`src/sv/wbpe_pkg.sv`:
```
`default_nettype none
// ---------------------------------------------------------------------------
// wbpe_pkg: shared types and constants of the window bitmap pixel expander
// Command bytes, field widths, register indexes and the queue item types.
// ---------------------------------------------------------------------------
package wbpe_pkg;

	localparam int COORD_W = 9;
	localparam int WORD_W  = 16;
	localparam int LEFT_W  = 17;
	localparam int unsigned LEFT_MAX = 32'h0001_ffff;

	localparam int BITS_PER_WORD_DEF = 32;
	localparam int MAX_SIDE_DEF      = 320;
	localparam int QUEUE_DEPTH_DEF   = 4;

	localparam logic [7:0] CMD_COL_SET   = 8'h2a;
	localparam logic [7:0] CMD_PAGE_SET  = 8'h2b;
	localparam logic [7:0] CMD_MEM_WRITE = 8'h2c;

	localparam int CFG_IDX_W = 1;
	localparam logic [CFG_IDX_W-1:0] REG_FG_COLOR = 1'b0;
	localparam logic [CFG_IDX_W-1:0] REG_BG_COLOR = 1'b1;

	typedef enum logic {
		OP_WINDOW = 1'b0,
		OP_PIXELS = 1'b1
	} op_kind_t;

	typedef struct packed {
		logic [COORD_W-1:0] x;
		logic [COORD_W-1:0] y;
		logic [WORD_W-1:0]  x_end;
		logic [WORD_W-1:0]  y_end;
	} win_op_t;

	typedef struct packed {
		logic              is_data;
		logic              is_word;
		logic [WORD_W-1:0] value;
		logic              last;
		logic              window_done;
	} result_t;

endpackage

`default_nettype wire

```
`src/sv/wbpe_queue.sv`:
```
`default_nettype none
// ---------------------------------------------------------------------------
// wbpe_queue: short first-in first-out queue
// Holds classified items between the front and the back part.
// ---------------------------------------------------------------------------
module wbpe_queue #(
	parameter int WIDTH = 8,
	parameter int DEPTH = 4
) (
	input  wire logic             clk,
	input  wire logic             arst_n,
	input  wire logic             push,
	input  wire logic [WIDTH-1:0] din,
	output logic                  full,
	input  wire logic             pop,
	output logic [WIDTH-1:0]      dout,
	output logic                  empty
);

	localparam int PW = (DEPTH > 1) ? $clog2(DEPTH) : 1;
	localparam int CNTW = $clog2(DEPTH + 1);

	logic [WIDTH-1:0] mem_q [DEPTH];
	logic [PW-1:0]    wr_ptr_q;
	logic [PW-1:0]    rd_ptr_q;
	logic [CNTW-1:0]  count_q;
	logic             do_push;
	logic             do_pop;

	assign full    = (count_q == CNTW'(DEPTH));
	assign empty   = (count_q == '0);
	assign do_push = push && !full;
	assign do_pop  = pop && !empty;
	assign dout    = mem_q[rd_ptr_q];

	always_ff @(posedge clk) begin
		if (do_push) begin
			mem_q[wr_ptr_q] <= din;
		end
	end

	always_ff @(posedge clk or negedge arst_n) begin
		if (!arst_n) begin
			wr_ptr_q <= '0;
			rd_ptr_q <= '0;
			count_q  <= '0;
		end else begin
			if (do_push) begin
				wr_ptr_q <= (wr_ptr_q == PW'(DEPTH - 1)) ? '0 : wr_ptr_q + PW'(1);
			end
			if (do_pop) begin
				rd_ptr_q <= (rd_ptr_q == PW'(DEPTH - 1)) ? '0 : rd_ptr_q + PW'(1);
			end
			unique case ({do_push, do_pop})
				2'b10: count_q <= count_q + CNTW'(1);
				2'b01: count_q <= count_q - CNTW'(1);
				default: count_q <= count_q;
			endcase
		end
	end

endmodule

`default_nettype wire

```
`src/sv/wbpe_front.sv`:
```
`default_nettype none
// ---------------------------------------------------------------------------
// wbpe_front: item intake and classification
// Keeps the window pixel count, sizes each bitmap word and queues the work.
// ---------------------------------------------------------------------------
module wbpe_front
	import wbpe_pkg::*;
#(
	parameter int BITS_PER_WORD = BITS_PER_WORD_DEF,
	parameter int MAX_SIDE      = MAX_SIDE_DEF,
	localparam int CW = $clog2(BITS_PER_WORD + 1)
) (
	input  wire logic                     clk,
	input  wire logic                     arst_n,
	input  wire logic                     in_valid,
	output logic                          in_stall,
	input  wire logic                     cmd,
	input  wire logic [COORD_W-1:0]       win_x,
	input  wire logic [COORD_W-1:0]       win_y,
	input  wire logic [COORD_W-1:0]       win_width,
	input  wire logic [COORD_W-1:0]       win_height,
	input  wire logic [BITS_PER_WORD-1:0] bits,
	input  wire logic                     q_full,
	output logic                          q_push,
	output op_kind_t                      op_kind,
	output win_op_t                       op_win,
	output logic [BITS_PER_WORD-1:0]      op_word,
	output logic [CW-1:0]                 op_count,
	output logic                          op_done
);

	localparam longint unsigned CAP_RAW = longint'(MAX_SIDE) * longint'(MAX_SIDE);
	localparam logic [LEFT_W-1:0] CAP =
		(CAP_RAW > longint'(LEFT_MAX)) ? LEFT_W'(LEFT_MAX) : LEFT_W'(CAP_RAW);

	logic [LEFT_W-1:0]    pixels_left_q;
	logic [2*COORD_W-1:0] area;
	logic [LEFT_W-1:0]    area_sat;
	logic                 take;
	logic                 fits;

	assign in_stall = q_full;
	assign take     = in_valid && !q_full;

	assign area     = (2*COORD_W)'(win_width) * (2*COORD_W)'(win_height);
	assign area_sat = (area > {1'b0, CAP}) ? CAP : area[LEFT_W-1:0];

	// A word carries the rest of the window when the count fits in it.
	assign fits     = (pixels_left_q <= LEFT_W'(BITS_PER_WORD));
	assign op_count = fits ? pixels_left_q[CW-1:0] : CW'(BITS_PER_WORD);
	assign op_done  = fits;

	assign op_kind       = op_kind_t'(cmd);
	assign op_word       = bits;
	assign op_win.x      = win_x;
	assign op_win.y      = win_y;
	assign op_win.x_end  = WORD_W'(win_x) + WORD_W'(win_width) - WORD_W'(1);
	assign op_win.y_end  = WORD_W'(win_y) + WORD_W'(win_height) - WORD_W'(1);

	// A word that arrives with no pixels left is taken and dropped.
	assign q_push = take && (op_kind == OP_WINDOW || pixels_left_q != '0);

	always_ff @(posedge clk or negedge arst_n) begin
		if (!arst_n) begin
			pixels_left_q <= '0;
		end else if (take) begin
			if (op_kind == OP_WINDOW) begin
				pixels_left_q <= area_sat;
			end else begin
				pixels_left_q <= pixels_left_q - LEFT_W'(op_count);
			end
		end
	end

endmodule

`default_nettype wire

```
`src/sv/wbpe_back.sv`:
```
`default_nettype none
// ---------------------------------------------------------------------------
// wbpe_back: result sequencer
// Expands queued window and bitmap work, one result per cycle unless stalled.
// ---------------------------------------------------------------------------
module wbpe_back
	import wbpe_pkg::*;
#(
	parameter int BITS_PER_WORD = BITS_PER_WORD_DEF,
	localparam int CW = $clog2(BITS_PER_WORD + 1)
) (
	input  wire logic                     clk,
	input  wire logic                     arst_n,
	input  wire logic                     q_empty,
	output logic                          q_pop,
	input  wire op_kind_t                 q_kind,
	input  wire win_op_t                  q_win,
	input  wire logic [BITS_PER_WORD-1:0] q_word,
	input  wire logic [CW-1:0]            q_count,
	input  wire logic                     q_done,
	input  wire logic [WORD_W-1:0]        fg_color,
	input  wire logic [WORD_W-1:0]        bg_color,
	output logic                          out_valid,
	input  wire logic                     out_stall,
	output result_t                       result
);

	// Window results are counted down from seven to one.
	localparam logic [2:0] WSTEP_COL_CMD  = 3'd7;
	localparam logic [2:0] WSTEP_X        = 3'd6;
	localparam logic [2:0] WSTEP_X_END    = 3'd5;
	localparam logic [2:0] WSTEP_PAGE_CMD = 3'd4;
	localparam logic [2:0] WSTEP_Y        = 3'd3;
	localparam logic [2:0] WSTEP_Y_END    = 3'd2;
	localparam logic [2:0] WSTEP_MEM_CMD  = 3'd1;

	logic                     busy_q;
	op_kind_t                 kind_q;
	win_op_t                  win_q;
	logic [BITS_PER_WORD-1:0] word_q;
	logic [CW-1:0]            rem_q;
	logic                     done_q;
	logic                     out_valid_q;
	result_t                  res_q;
	result_t                  res;
	logic                     adv;
	logic                     last;

	assign adv   = !out_valid_q || !out_stall;
	assign last  = (rem_q == CW'(1));
	assign q_pop = !q_empty && (!busy_q || (adv && last));

	always_comb begin
		res = '0;
		res.last = last;
		unique case (kind_q)
			OP_WINDOW: begin
				unique case (rem_q[2:0])
					WSTEP_COL_CMD:  res.value = WORD_W'(CMD_COL_SET);
					WSTEP_X:        res.value = WORD_W'(win_q.x);
					WSTEP_X_END:    res.value = win_q.x_end;
					WSTEP_PAGE_CMD: res.value = WORD_W'(CMD_PAGE_SET);
					WSTEP_Y:        res.value = WORD_W'(win_q.y);
					WSTEP_Y_END:    res.value = win_q.y_end;
					WSTEP_MEM_CMD:  res.value = WORD_W'(CMD_MEM_WRITE);
					default:        res.value = '0;
				endcase
				res.is_data = !(rem_q[2:0] == WSTEP_COL_CMD || rem_q[2:0] == WSTEP_PAGE_CMD
					|| rem_q[2:0] == WSTEP_MEM_CMD);
				res.is_word = res.is_data;
			end
			OP_PIXELS: begin
				res.is_data     = 1'b1;
				res.is_word     = 1'b1;
				res.value       = word_q[BITS_PER_WORD-1] ? fg_color : bg_color;
				res.window_done = last && done_q;
			end
			default: res = '0;
		endcase
	end

	always_ff @(posedge clk) begin
		if (adv && busy_q) begin
			res_q <= res;
		end
		if (q_pop) begin
			kind_q <= q_kind;
			win_q  <= q_win;
			word_q <= q_word;
			done_q <= q_done;
		end else if (adv && busy_q) begin
			word_q <= word_q << 1;
		end
	end

	always_ff @(posedge clk or negedge arst_n) begin
		if (!arst_n) begin
			busy_q      <= 1'b0;
			rem_q       <= '0;
			out_valid_q <= 1'b0;
		end else begin
			if (adv) begin
				out_valid_q <= busy_q;
			end
			if (q_pop) begin
				busy_q <= 1'b1;
				rem_q  <= (q_kind == OP_WINDOW) ? CW'(WSTEP_COL_CMD) : q_count;
			end else if (adv && busy_q) begin
				rem_q <= rem_q - CW'(1);
				if (last) begin
					busy_q <= 1'b0;
				end
			end
		end
	end

	assign out_valid = out_valid_q;
	assign result    = res_q;

endmodule

`default_nettype wire

```
`src/sv/window_bitmap_pixel_expander.sv`:
```
`default_nettype none
// Accepted items pass the queue, then the sequencer, then the result register.
// The result sequencer sends one result per cycle unless out_stall is high, and
// starts the next item without a gap; a window gives 7 results and a bitmap word
// one per pixel (32 for a full 32-bit word); a word with no pixels left, none.
// Reset: the pixel count and the queue are empty, fg_color is 0xffff, bg_color is 0.
// ---------------------------------------------------------------------------
// window_bitmap_pixel_expander: drawing requests to a display write stream
// Window items become address commands, bitmap words become pixel colors.
// ---------------------------------------------------------------------------
module window_bitmap_pixel_expander
	import wbpe_pkg::*;
#(
	parameter int BITS_PER_WORD = BITS_PER_WORD_DEF,
	parameter int MAX_SIDE      = MAX_SIDE_DEF,
	parameter int QUEUE_DEPTH   = QUEUE_DEPTH_DEF
) (
	input  wire logic                     clk,
	input  wire logic                     arst_n,
	input  wire logic                     cfg_write,
	input  wire logic [CFG_IDX_W-1:0]     cfg_index,
	input  wire logic [WORD_W-1:0]        cfg_data,
	input  wire logic                     in_valid,
	output logic                          in_stall,
	input  wire logic                     cmd,
	input  wire logic [COORD_W-1:0]       win_x,
	input  wire logic [COORD_W-1:0]       win_y,
	input  wire logic [COORD_W-1:0]       win_width,
	input  wire logic [COORD_W-1:0]       win_height,
	input  wire logic [BITS_PER_WORD-1:0] bits,
	output logic                          out_valid,
	input  wire logic                     out_stall,
	output logic                          is_data,
	output logic                          is_word,
	output logic [WORD_W-1:0]             value,
	output logic                          last,
	output logic                          window_done
);

	localparam int CW = $clog2(BITS_PER_WORD + 1);
	localparam int QW = 1 + $bits(win_op_t) + BITS_PER_WORD + CW + 1;

	logic [WORD_W-1:0] fg_q;
	logic [WORD_W-1:0] bg_q;

	logic                     q_full;
	logic                     q_empty;
	logic                     q_push;
	logic                     q_pop;
	logic [QW-1:0]            q_din;
	logic [QW-1:0]            q_dout;

	op_kind_t                 f_kind;
	win_op_t                  f_win;
	logic [BITS_PER_WORD-1:0] f_word;
	logic [CW-1:0]            f_count;
	logic                     f_done;

	logic                     b_kind_bit;
	win_op_t                  b_win;
	logic [BITS_PER_WORD-1:0] b_word;
	logic [CW-1:0]            b_count;
	logic                     b_done;
	result_t                  result;

	always_ff @(posedge clk or negedge arst_n) begin
		if (!arst_n) begin
			fg_q <= '1;
			bg_q <= '0;
		end else if (cfg_write) begin
			unique case (cfg_index)
				REG_FG_COLOR: fg_q <= cfg_data;
				REG_BG_COLOR: bg_q <= cfg_data;
				default: ;
			endcase
		end
	end

	wbpe_front #(
		.BITS_PER_WORD(BITS_PER_WORD),
		.MAX_SIDE(MAX_SIDE)
	) u_front (
		.clk(clk),
		.arst_n(arst_n),
		.in_valid(in_valid),
		.in_stall(in_stall),
		.cmd(cmd),
		.win_x(win_x),
		.win_y(win_y),
		.win_width(win_width),
		.win_height(win_height),
		.bits(bits),
		.q_full(q_full),
		.q_push(q_push),
		.op_kind(f_kind),
		.op_win(f_win),
		.op_word(f_word),
		.op_count(f_count),
		.op_done(f_done)
	);

	assign q_din = {f_kind, f_win, f_word, f_count, f_done};

	wbpe_queue #(
		.WIDTH(QW),
		.DEPTH(QUEUE_DEPTH)
	) u_queue (
		.clk(clk),
		.arst_n(arst_n),
		.push(q_push),
		.din(q_din),
		.full(q_full),
		.pop(q_pop),
		.dout(q_dout),
		.empty(q_empty)
	);

	assign {b_kind_bit, b_win, b_word, b_count, b_done} = q_dout;

	wbpe_back #(
		.BITS_PER_WORD(BITS_PER_WORD)
	) u_back (
		.clk(clk),
		.arst_n(arst_n),
		.q_empty(q_empty),
		.q_pop(q_pop),
		.q_kind(op_kind_t'(b_kind_bit)),
		.q_win(b_win),
		.q_word(b_word),
		.q_count(b_count),
		.q_done(b_done),
		.fg_color(fg_q),
		.bg_color(bg_q),
		.out_valid(out_valid),
		.out_stall(out_stall),
		.result(result)
	);

	assign is_data     = result.is_data;
	assign is_word     = result.is_word;
	assign value       = result.value;
	assign last        = result.last;
	assign window_done = result.window_done;

endmodule

`default_nettype wire

```
`config.mk`:
```
export PLATFORM = sky130hd
export DESIGN_NAME = window_bitmap_pixel_expander
export DESIGN_NICKNAME = d
export VERILOG_FILES = /design/src/sv/wbpe_pkg.sv /design/src/sv/wbpe_queue.sv /design/src/sv/wbpe_front.sv /design/src/sv/wbpe_back.sv /design/src/sv/window_bitmap_pixel_expander.sv
export SDC_FILE = /design/constraint.sdc
export NUM_CORES = 1
export LEC_CHECK = 0
export BUFFER_PORTS_ARGS = -buffer_cell sky130_fd_sc_hd__buf_2
export CAP_MARGIN = 15
export CORE_UTILIZATION = 62
export DETAILED_ROUTE_END_ITERATION = 10
export HOLD_SLACK_MARGIN = 0.1
export PLACE_DENSITY_LB_ADDON = 0.15
export SLEW_MARGIN = 20
export SYNTH_ARGS = -nofsm -noshare
export SYNTH_HDL_FRONTEND = slang
export SYNTH_SLANG_ARGS = --single-unit
```
`constraint.sdc`:
```
create_clock -name clk -period 4.69 [get_ports clk]
set_clock_uncertainty 0.1 [all_clocks]
set_input_delay 0.2345 -clock clk [delete_from_list [all_inputs] [get_ports clk]]
set_output_delay 0.2345 -clock clk [all_outputs]
set_load 0.02 [all_outputs]
```
==> Word level (Yosys, flattened, before mapping) <==
Memories as Yosys holds them, arrays and structs flattened.
Index checks and enable logic that the tools add are counted.
{ "op_classes": {"addsub": 10, "mul": 1, "magnitude_cmp": 2, "eq_ne": 13, "n_mux": 19, "bitwise": 3, "n_reduce_logical": 27} }
{ "op_table": {"columns": ["operator", "count"], "rows": [
  ["case mux 16 bit (7 select lines)", 1],
  ["2-to-1 mux 32 bit", 2],
  ["case mux 18 bit (2 select lines)", 1],
  ["2-to-1 mux 17 bit", 2],
  ["subtractor 16 x 1 -> 16 bit (second input constant)", 2],
  ["2-to-1 mux 6 bit", 4],
  ["adder 9 x 9 -> 10 bit", 2],
  ["> comparator 18 x 17 -> 1 bit (second input constant)", 1],
  ["multiplier 9 x 9 -> 18 bit", 1],
  ["<= comparator 17 x 6 -> 1 bit (second input constant)", 1],
  ["nonzero test 17 bit", 1],
  ["subtractor 17 x 6 -> 17 bit", 1],
  ["2-to-1 mux 16 bit", 1],
  ["== test 3 bit (second input constant)", 5],
  ["logical AND 1 bit", 8],
  ["== test 2 bit (second input constant)", 3],
  ["== test 3 x 2 -> 1 bit (second input constant)", 2],
  ["== test 6 x 1 -> 1 bit (second input constant)", 1],
  ["logical NOT 1 bit", 6],
  ["case mux 3 bit (2 select lines)", 1],
  ["AND reduction 2 bit", 3],
  ["nonzero test 2 bit", 3],
  ["subtractor 6 x 1 -> 6 bit (second input constant)", 1],
  ["logical OR 1 bit", 5],
  ["9 further kinds", 17]
]} }
{ "totals": {"reg_bits": 168, "ramBits": 360, "inputBits": 91, "output_inout_bits": 22, "elab_cells": 97, "mem_count": 1} }
{ "memory_table": {"columns": ["memory", "words", "word_bits", "read_ports", "rd_ports_with_merged_regs", "wr", "line", "text"], "rows": [
  ["u_queue.mem_q", 4, 90, 1, 0, 1, "wbpe_queue.sv:23", "logic [WIDTH-1:0] mem_q [DEPTH];"]
]} }

==> Longest topological paths before layout <==
Gate-level depths: netlist (run 1).
{ "logic_depth": {"word_depth": 8, "mapped_depth": 20, "mapped_depth_nobuf": 18} }

==> Modules after synthesis <==
A second synthesis (run 1) with hierarchy kept.
{ "hier_totals": {"cells_unflattened": 1581, "area_unflattened_um2": 24858.8} }
{ "modules_own_cells": {"columns": ["mod", "n_inst", "cells_per_inst", "area_per_inst_um2", "seq_area_each_um2"], "rows": [
  ["wbpe_queue", 1, 510, 13442.9, 10985.5],
  ["wbpe_front", 1, 706, 5318.9, 425.4],
  ["wbpe_back", 1, 296, 4824.6, 3293.2],
  ["window_bitmap_pixel_expander", 1, 69, 1272.5, 820.8]
]} }

==> Least setup slack after synthesis (run 1) <==
OpenSTA, ideal clock, no wires.
{ "synth_timing": {"path_kind": "input -> register", "from": "in win_width[5]", "to": "reg u_front.pixels_left_q[10]", "setup_time_ps": 132, "arrival_time_ps": 4877, "required_ps": 4458, "slack_ps": -419, "path_stages": 20, "path_buffers": 3, "path_cell_list": "clkbuf_1 > and2_1 > fa_1 > inv_1 > fa_1 > inv_1 > fa_1 > inv_1 > fa_1 > inv_1 > ha_1 > buf_4 > a21o_1 > a22o_1 > a21o_1 > a221o_1 > xnor2_2 > a311oi_1 > buf_4 > o21ai_1"} }
{ "synth_between": {"elab_chain_len": 4} }
{ "synth_lines": {"columns": ["item", "line", "text"], "rows": [
  ["start, declared", "window_bitmap_pixel_expander.sv:28", "input wire logic [COORD_W-1:0] win_width,"],
  ["multiplier 9 x 9 -> 18 bit *", "wbpe_front.sv:45", "assign area = (2*COORD_W)'(win_width) * (2*COORD_W)'(win_height);"],
  ["> comparator 18 x 17 -> 1 bit", "wbpe_front.sv:46", "assign area_sat = (area > {1'b0, CAP}) ? CAP : area[LEFT_W-1:0];"],
  ["2-to-1 mux 17 bit *", "wbpe_front.sv:46", null],
  ["2-to-1 mux 17 bit *", "wbpe_front.sv:67", "if (op_kind == OP_WINDOW) begin"],
  ["end signal, assigned", "wbpe_front.sv:68", "pixels_left_q <= area_sat;"],
  ["end signal, assigned", "wbpe_front.sv:70", "pixels_left_q <= pixels_left_q - LEFT_W'(op_count);"],
  ["end, declared", "wbpe_front.sv:36", "logic [LEFT_W-1:0] pixels_left_q;"]
]} }
Mark *: on every way between the ends. The rest lies on a longest branch, timed or not.
A chain may end at the register's enable or synchronous reset.

==> Worst setup path after layout (run 1) <==
{ "layout_timing": {"from": "in win_width[4]", "to": "reg u_front.pixels_left_q[1]"} }
{ "layout_between": {"elab_chain_len": 4} }
{ "layout_lines": {"columns": ["item", "line"], "rows": [
  ["multiplier 9 x 9 -> 18 bit", "wbpe_front.sv:45"],
  ["> comparator 18 x 17 -> 1 bit", "wbpe_front.sv:46"],
  ["2-to-1 mux 17 bit", "wbpe_front.sv:46"],
  ["2-to-1 mux 17 bit", "wbpe_front.sv:67"]
]} }
No other way between the ends.

==> results.md, run 1 <==
- Hold worst-path end: fg_q[3]
- Reg2Reg Setup Slack: 1.17 ns
- RR Startpoint: u_front.pixels_left_q[7]
- Reg clk slew, reported paths: 0.06 ns
- Crit Path Max Fanout: 11
- Layout cells sized above 1: 23.8%
- Worst VDD drop: 457 µV
- Routed WL per cell: 21.0 µm
- Worst Path Class, Setup: in -> reg
- Setup violations, final: 0
- Postcts setup bufs: 0
- Internal: 10.9 mW
- Drc violations: 0
- CTS tree: yes
- Post-synth cell types: 75
- WP data arrival: 4.82 ns
- Synthesized net count: 1786
- Leakage: 10.8 nW
- Full die area: 0.0399 mm²
- Hold path start: cfg_write
- Fillers: 2352
- Fin. Hold Viols: 0
- H-tree levels: 2
- Area of the multi-input gates: 0.00811 mm²
- R2R cell count: 11
- CP Capture Type: flip-flop
- Reg2reg end: u_front.pixels_left_q[14]
- Total Routing Usage GR: 26.3%
- Switching power: 4.74 mW
- PortBufs: 112
- CTS max path bufs: 3
- Initial Utilization: 62.7%
- Core footprint: 0.0386 mm²
- Final Slew Violations: 0
- Tmin final: 4.48 ns
- Post-Synthesis Cells: 1572
- Seq cells post-synth: 527
- Slew headroom: 28.1%
- Register share of total power: 43.2%
- Number of flops mapped to enable cells by yosys: 463
- Row count: 72
- Die Height: 200 µm
- Largest net degree at the start of global routing: 70
- Clock Sinks: 527
- Fin crit share: 95.6%
- I/O pin total: 113
- Register area share after synthesis: 64.0%
- Hpwl dp: 32.0 mm
- Mean Syn Cell Area: 15.4 µm²
- DRT iter0 DRCs: 985
- Status: completed
- Initial antenna violation count: 0
- Worst-Margin Slew: 1.08 ns
- Placer Congestion: 0.870
- Post-route ant nets: 0
- Hold path depth: 3
- Vias: 14025
- Crit start category: input port
- Main synth FF type: edfxtp_1
- Die extent in x: 200 µm
- Logic pwr share: 30.5%
- WL final: 50.3 mm
- Sequential Area: 0.0155 mm²
- Vias per cell: 5.86
- Synth top area cells: edfxtp_1 (57%), mux4_2 (8.4%), dfrtp_1 (5.0%)
- Warnings from Yosys: 0
- Most frequent cells in the layout: edfxtp_1 (463), nand2_1 (176), buf_2 (112)
- Cell Pwr Density: 551 mW/mm²
- Async SR Flop Fraction: 12.1%
- Gr ovfl total: 0
- Post-Place Setup Slack: -0.569 ns
- Synth Cell Area: 0.0242 mm²
- Most common cell after layout, fill and taps aside: edfxtp_1
- Post-synth top area share: 57.3%
- Final worst slack: 0.207 ns
- Clock Power Share: 26.3%
- Leading area contributor after synthesis: edfxtp_1
- Number of global-route vias before repair: 14639
- Worst EP required: 5.03 ns
- Max Fclk: 0.223 GHz
- Iteration count of the initial detailed-routing pass: 6
- Area after DPL: 0.0259 mm²
- Skew-Pair Late Insertion Delay: 0.59 ns
- HP Class: in -> reg
- CTS Buf Count: 52
- CTS root buf: clkbuf_16
- Switching power share of the total: 30.4%
- First-pass GRT wire length: 78.6 mm
- Final Cell Area: 0.0284 mm²
- Max-cap viol count: 0
- Nets: 2043
- Area Growth Syn to Fin: 17.0%
area by class of cell:
class / count / area share (%)
flip-flops and latches: 527 / 54.7
multi-input cells: 874 / 28.6
repair buffers: 267 / 6.95
clock buffers: 73 / 5.08
well taps: 518 / 2.28
inverters: 107 / 1.42
clock inverters: 25 / 0.939
diodes: 1 / 0.00882
power by group through the flow:
stage / combinational [mW] / sequential [mW] / clock, mW
finish: 4.76 / 6.76 / 4.11
global route: 5.24 / 6.86 / 4.34
CTS: 4.75 / 6.77 / 4.17
detailed placement: 4.66 / 6.85 / 0
global placement: 4.55 / 6.78 / 0
floorplan: 3.37 / 6.58 / 0
how the worst max path moves through the flow:
| stage | to | start | slack (ns) | cells past startpoint |
|---|---|---|---|---|
| 2_1_floorplan | u_front.pixels_left_q[7] | win_width[6] | -0.08 | 20 |
| 3_3_place_gp | u_front.pixels_left_q[2] | win_width[3] | -0.45 | 16 |
| 3_5_place_dp | u_front.pixels_left_q[1] | win_width[4] | -0.57 | 16 |
| 4_1_cts | u_front.pixels_left_q[1] | win_width[4] | 0.04 | 16 |
| 5_1_grt | u_front.pixels_left_q[2] | win_height[5] | -0.002 | 18 |
| 6_report | u_front.pixels_left_q[1] | win_width[4] | 0.21 | 16 |
cell usage after synthesis (all sizes together) (10+ instances only):
| cell | number |
|---|---|
| edfxtp | 463 |
| nand2 | 176 |
| inv | 107 |
| mux4 | 90 |
| ha | 70 |
| fa | 53 |
| and2 | 52 |
| mux2 | 52 |
| dfrtp | 48 |
| nor2 | 47 |
| o21ai | 46 |
| clkbuf | 45 |
| a21oi | 39 |
| xnor2 | 20 |
| buf | 19 |
| nand3 | 19 |
| xor2 | 19 |
| a22o | 16 |
| a22oi | 16 |
| dfstp | 16 |
| and3 | 15 |
| nor3 | 13 |
| a21o | 11 |
| a221oi | 10 |
per-stage QoR:
stage          util (%)  hold slack, ns  total power, mW   TNS, ns  cells
6_report           73.4           0.272             15.6         0   2392
5_1_grt            73.4           0.282             16.4  -0.00347   2391
4_1_cts            73.3           0.236             15.7         0   2391
3_5_place_dp       67.0           0.351             11.5     -7.03   2219
3_3_place_gp       67.0           0.345             11.3     -5.65   2219
2_1_floorplan         -          -0.161             9.95    -0.758   1572
routing by layer:
layer	track usage (%)	vias up	share of wire [%]
li1	-	6428	-
met3	3.66	70	5.3
met5	0	-	0
met4	8.00	0	2.0
met2	45.7	420	51
met1	34.7	7107	42
state kept, by name, summed over array words and instances (netlist names), 3 cells and up:
register and count:
u_back.win_q 50, u_queue.mem_q 360, bg_q 16, u_queue.count_q 3, u_back.result 19, fg_q 16
u_front.pixels_left_q 17, u_back.word_q 32, u_back.rem_q 6
critical path, cell delays in order:
cell	delay, ns
buf_2	0.16
and2_1	0.17
fa_1	0.56
fa_1	0.45
fa_1	0.56
inv_1	0.06
fa_1	0.52
inv_1	0.04
ha_1	0.32
a21o_1	0.21
a22o_1	0.20
a21o_1	0.18
a221o_1	0.35
xnor2_2	0.17
a311oi_4	0.48
o21ai_1	0.14
cell families after synthesis:
| kind of cell | after synthesis | share of synthesized area (%) |
|---|---|---|
| compound gates | 203 | 5.81 |
| xor+xnor | 39 | 1.44 |
| fa+ha+maj | 123 | 7.99 |
| buf+inv | 171 | 2.77 |
| flops | 527 | 64.0 |
| mux | 147 | 11.0 |
| other cells | 1 | 0.0155 |
| simple gates | 361 | 6.98 |
repair_timing:
item	4_1_cts	5_1_grt
resized for setup	0	4
hold buffers	74	0
setup endpoints to repair	0	11
endpoints found under the hold margin	293	0
(Power assumes the default switching activity.)
==> run 2: changes to the inputs <==
--- a/config.mk
+++ b/config.mk
@@ -11,6 +11,7 @@
 export DETAILED_ROUTE_END_ITERATION = 10
 export HOLD_SLACK_MARGIN = 0.1
 export PLACE_DENSITY_LB_ADDON = 0.15
+export REMOVE_ABC_BUFFERS = 1
 export SLEW_MARGIN = 20
 export SYNTH_ARGS = -nofsm -noshare
 export SYNTH_HDL_FRONTEND = slang
==> results.md, run 2 (synthesized netlist as in run 1, its figures left out) <==
- Beginning of the critical path: win_width[3]
- Largest register by flop count: u_queue.mem_q
- Hpwl dp: 32.1 mm
- Logic pwr share: 31.6%
- Routed WL per cell: 21.0 µm
- Core footprint: 0.0386 mm²
- Number of global-route vias before repair: 14534
- Biggest regs: u_queue.mem_q (360), u_back.win_q (50), u_back.word_q (32)
- Fin. Hold Viols: 0
- Worst-Margin Slew: 1.03 ns
- Finished Layout Cells: 2399
- Cell Pwr Density: 550 mW/mm²
- Max Fclk: 0.224 GHz
- Setup violations, final: 0
- Internal: 10.8 mW
- WL final: 50.4 mm
- I/O pin total: 113
- Die extent in x: 200 µm
- Reg2Reg Setup Slack: 1.12 ns
- Sequential Area: 0.0155 mm²
- Full die area: 0.0399 mm²
- Largest net degree at the start of global routing: 65
- Switching power: 4.83 mW
- Worst VDD drop: 416 µV
- Vias: 14048
- CP Capture Type: flip-flop
- Placer Congestion: 0.887
- Worst EP required: 5.05 ns
- Reg2reg end: u_queue.count_q[2]
- CTS max path bufs: 3
- Most frequent cells in the layout: edfxtp_1 (463), nand2_1 (176), buf_2 (112)
- Iteration count of the initial detailed-routing pass: 5
- First-pass GRT wire length: 78.5 mm
- H-tree levels: 2
- Row count: 72
- Post-route ant nets: 0
- Area of the multi-input gates: 0.00813 mm²
- Worst Path Class, Setup: in -> reg
- Vias per cell: 5.86
- Finished Core Util: 73.5%
- PortBufs: 112
- Crit start category: input port
- Register share of total power: 43.0%
- Fin crit share: 95.1%
- Leakage: 10.9 nW
- Clock Sinks: 527
- Fillers: 2361
- DRT iter0 DRCs: 944
- Slew headroom: 31.6%
- Cells after DPL: 2231
- Gr ovfl total: 0
- Switching power share of the total: 30.9%
- Clock Power Share: 25.4%
- HP Class: in -> reg
- Tmin final: 4.46 ns
- Hold Slack: 0.144 ns
- Critical Path Sink: u_front.pixels_left_q[2]
- Layout cells sized above 1: 24.9%
- Final Slew Violations: 0
- Skew-Pair Late Insertion Delay: 0.60 ns
- RR Startpoint: u_back.rem_q[1]
- Die Height: 200 µm
- R2R cell count: 12
- RSZ-0062 raised after global routing: false
- Status: completed
- Largest register FFs: 360
- Nets: 2052
- Total Routing Usage GR: 26.4%
- Area Growth Syn to Fin: 17.1%
- WP data arrival: 4.81 ns
- N_diodes: 0
- Reg clk slew, reported paths: 0.06 ns
- Drc violations: 0
- CTS tree: yes
- Postcts setup bufs: 0
- Max-cap viol count: 0
- Initial Utilization: 62.7%
- Initial antenna violation count: 0
- Crit Path Max Fanout: 6
- Most common cell after layout, fill and taps aside: edfxtp_1
- CTS root buf: clkbuf_16
- CTS Buf Count: 52
-- run 2: cell count changes in the layout (fill, tap and decap cells not counted), sizes merged, moves of 2 or more --
| cell | previous run | this run |
|---|---|---|
| inv | 106 | 108 |
| buf | 193 | 206 |
| bufinv | 5 | 3 |
| clkinv | 20 | 26 |
| clkbuf | 73 | 66 |
| dlygate4sd3 | 74 | 70 |
-- run 2: final cells by class --
class	count	share of cell area, %
flip-flops and latches	527	54.7
multi-input cells	874	28.6
repair buffers	276	7.23
clock buffers	66	4.84
well taps	518	2.28
inverters	107	1.42
clock inverters	31	0.921
-- run 2: layer usage --
layer	GRT usage, %	up-vias	wire [µm]
met5	0	-	0
met4	8.40	0	1370
met3	4.62	87	3020
met2	43.5	464	24500
met1	36.2	7069	21600
li1	-	6428	-
-- run 2: worst min path at each step --
stage | start | endpoint | slack, ns | cells after the start
after detailed placement | bits[13] | u_queue.mem_q[1][20] | 0.35 | 1
after floorplan | arst_n | bg_q[0] | -0.16 | 0
after CTS | in_valid | u_front.pixels_left_q[15] | 0.11 | 5
after global placement | bits[9] | u_queue.mem_q[1][16] | 0.35 | 1
final | in_valid | u_front.pixels_left_q[15] | 0.14 | 5
after global routing | in_valid | u_front.pixels_left_q[15] | 0.14 | 5
-- run 2: worst max-delay path: stages --
cell and delay (ns):
buf_2 0.10, and2_1 0.17, fa_1 0.54, inv_1 0.06, fa_1 0.53, inv_1 0.06, fa_1 0.53, inv_1 0.05
fa_1 0.52, inv_1 0.06, ha_4 0.25, a21o_1 0.18, a22o_1 0.26, a21o_1 0.18, a221o_1 0.38, xnor2_2 0.15
a311oi_2 0.27, buf_4 0.21, o21ai_1 0.08
-- run 2: timing repair --
action / 4_1_cts / 5_1_grt
endpoints found under the setup margin: 0 / 12
hold buffers: 70 / 0
resized for setup: 0 / 15
endpoints found under the hold margin: 299 / 0
-- run 2: power groups by stage --
stage / combinational (mW) / sequential (mW) / clock, mW
CTS: 4.82 / 6.72 / 4.03
global placement: 4.65 / 6.74 / 0
global route: 5.41 / 6.81 / 4.22
finish: 4.94 / 6.71 / 3.97
detailed placement: 4.74 / 6.81 / 0
floorplan: 3.08 / 6.87 / 0
-- run 2: per-stage QoR --
stage / worst slack [ns] / instance area (µm²) / TNS (ns) / power (mW)
2_1_floorplan: -0.751 / 24000 / -10.22 / 9.95
3_3_place_gp: -0.420 / 26000 / -6.19 / 11.4
3_5_place_dp: -0.449 / 26000 / -6.64 / 11.5
4_1_cts: 0.156 / 28300 / 0 / 15.6
5_1_grt: 0.0151 / 28400 / 0 / 16.4
6_report: 0.232 / 28400 / 0 / 15.6
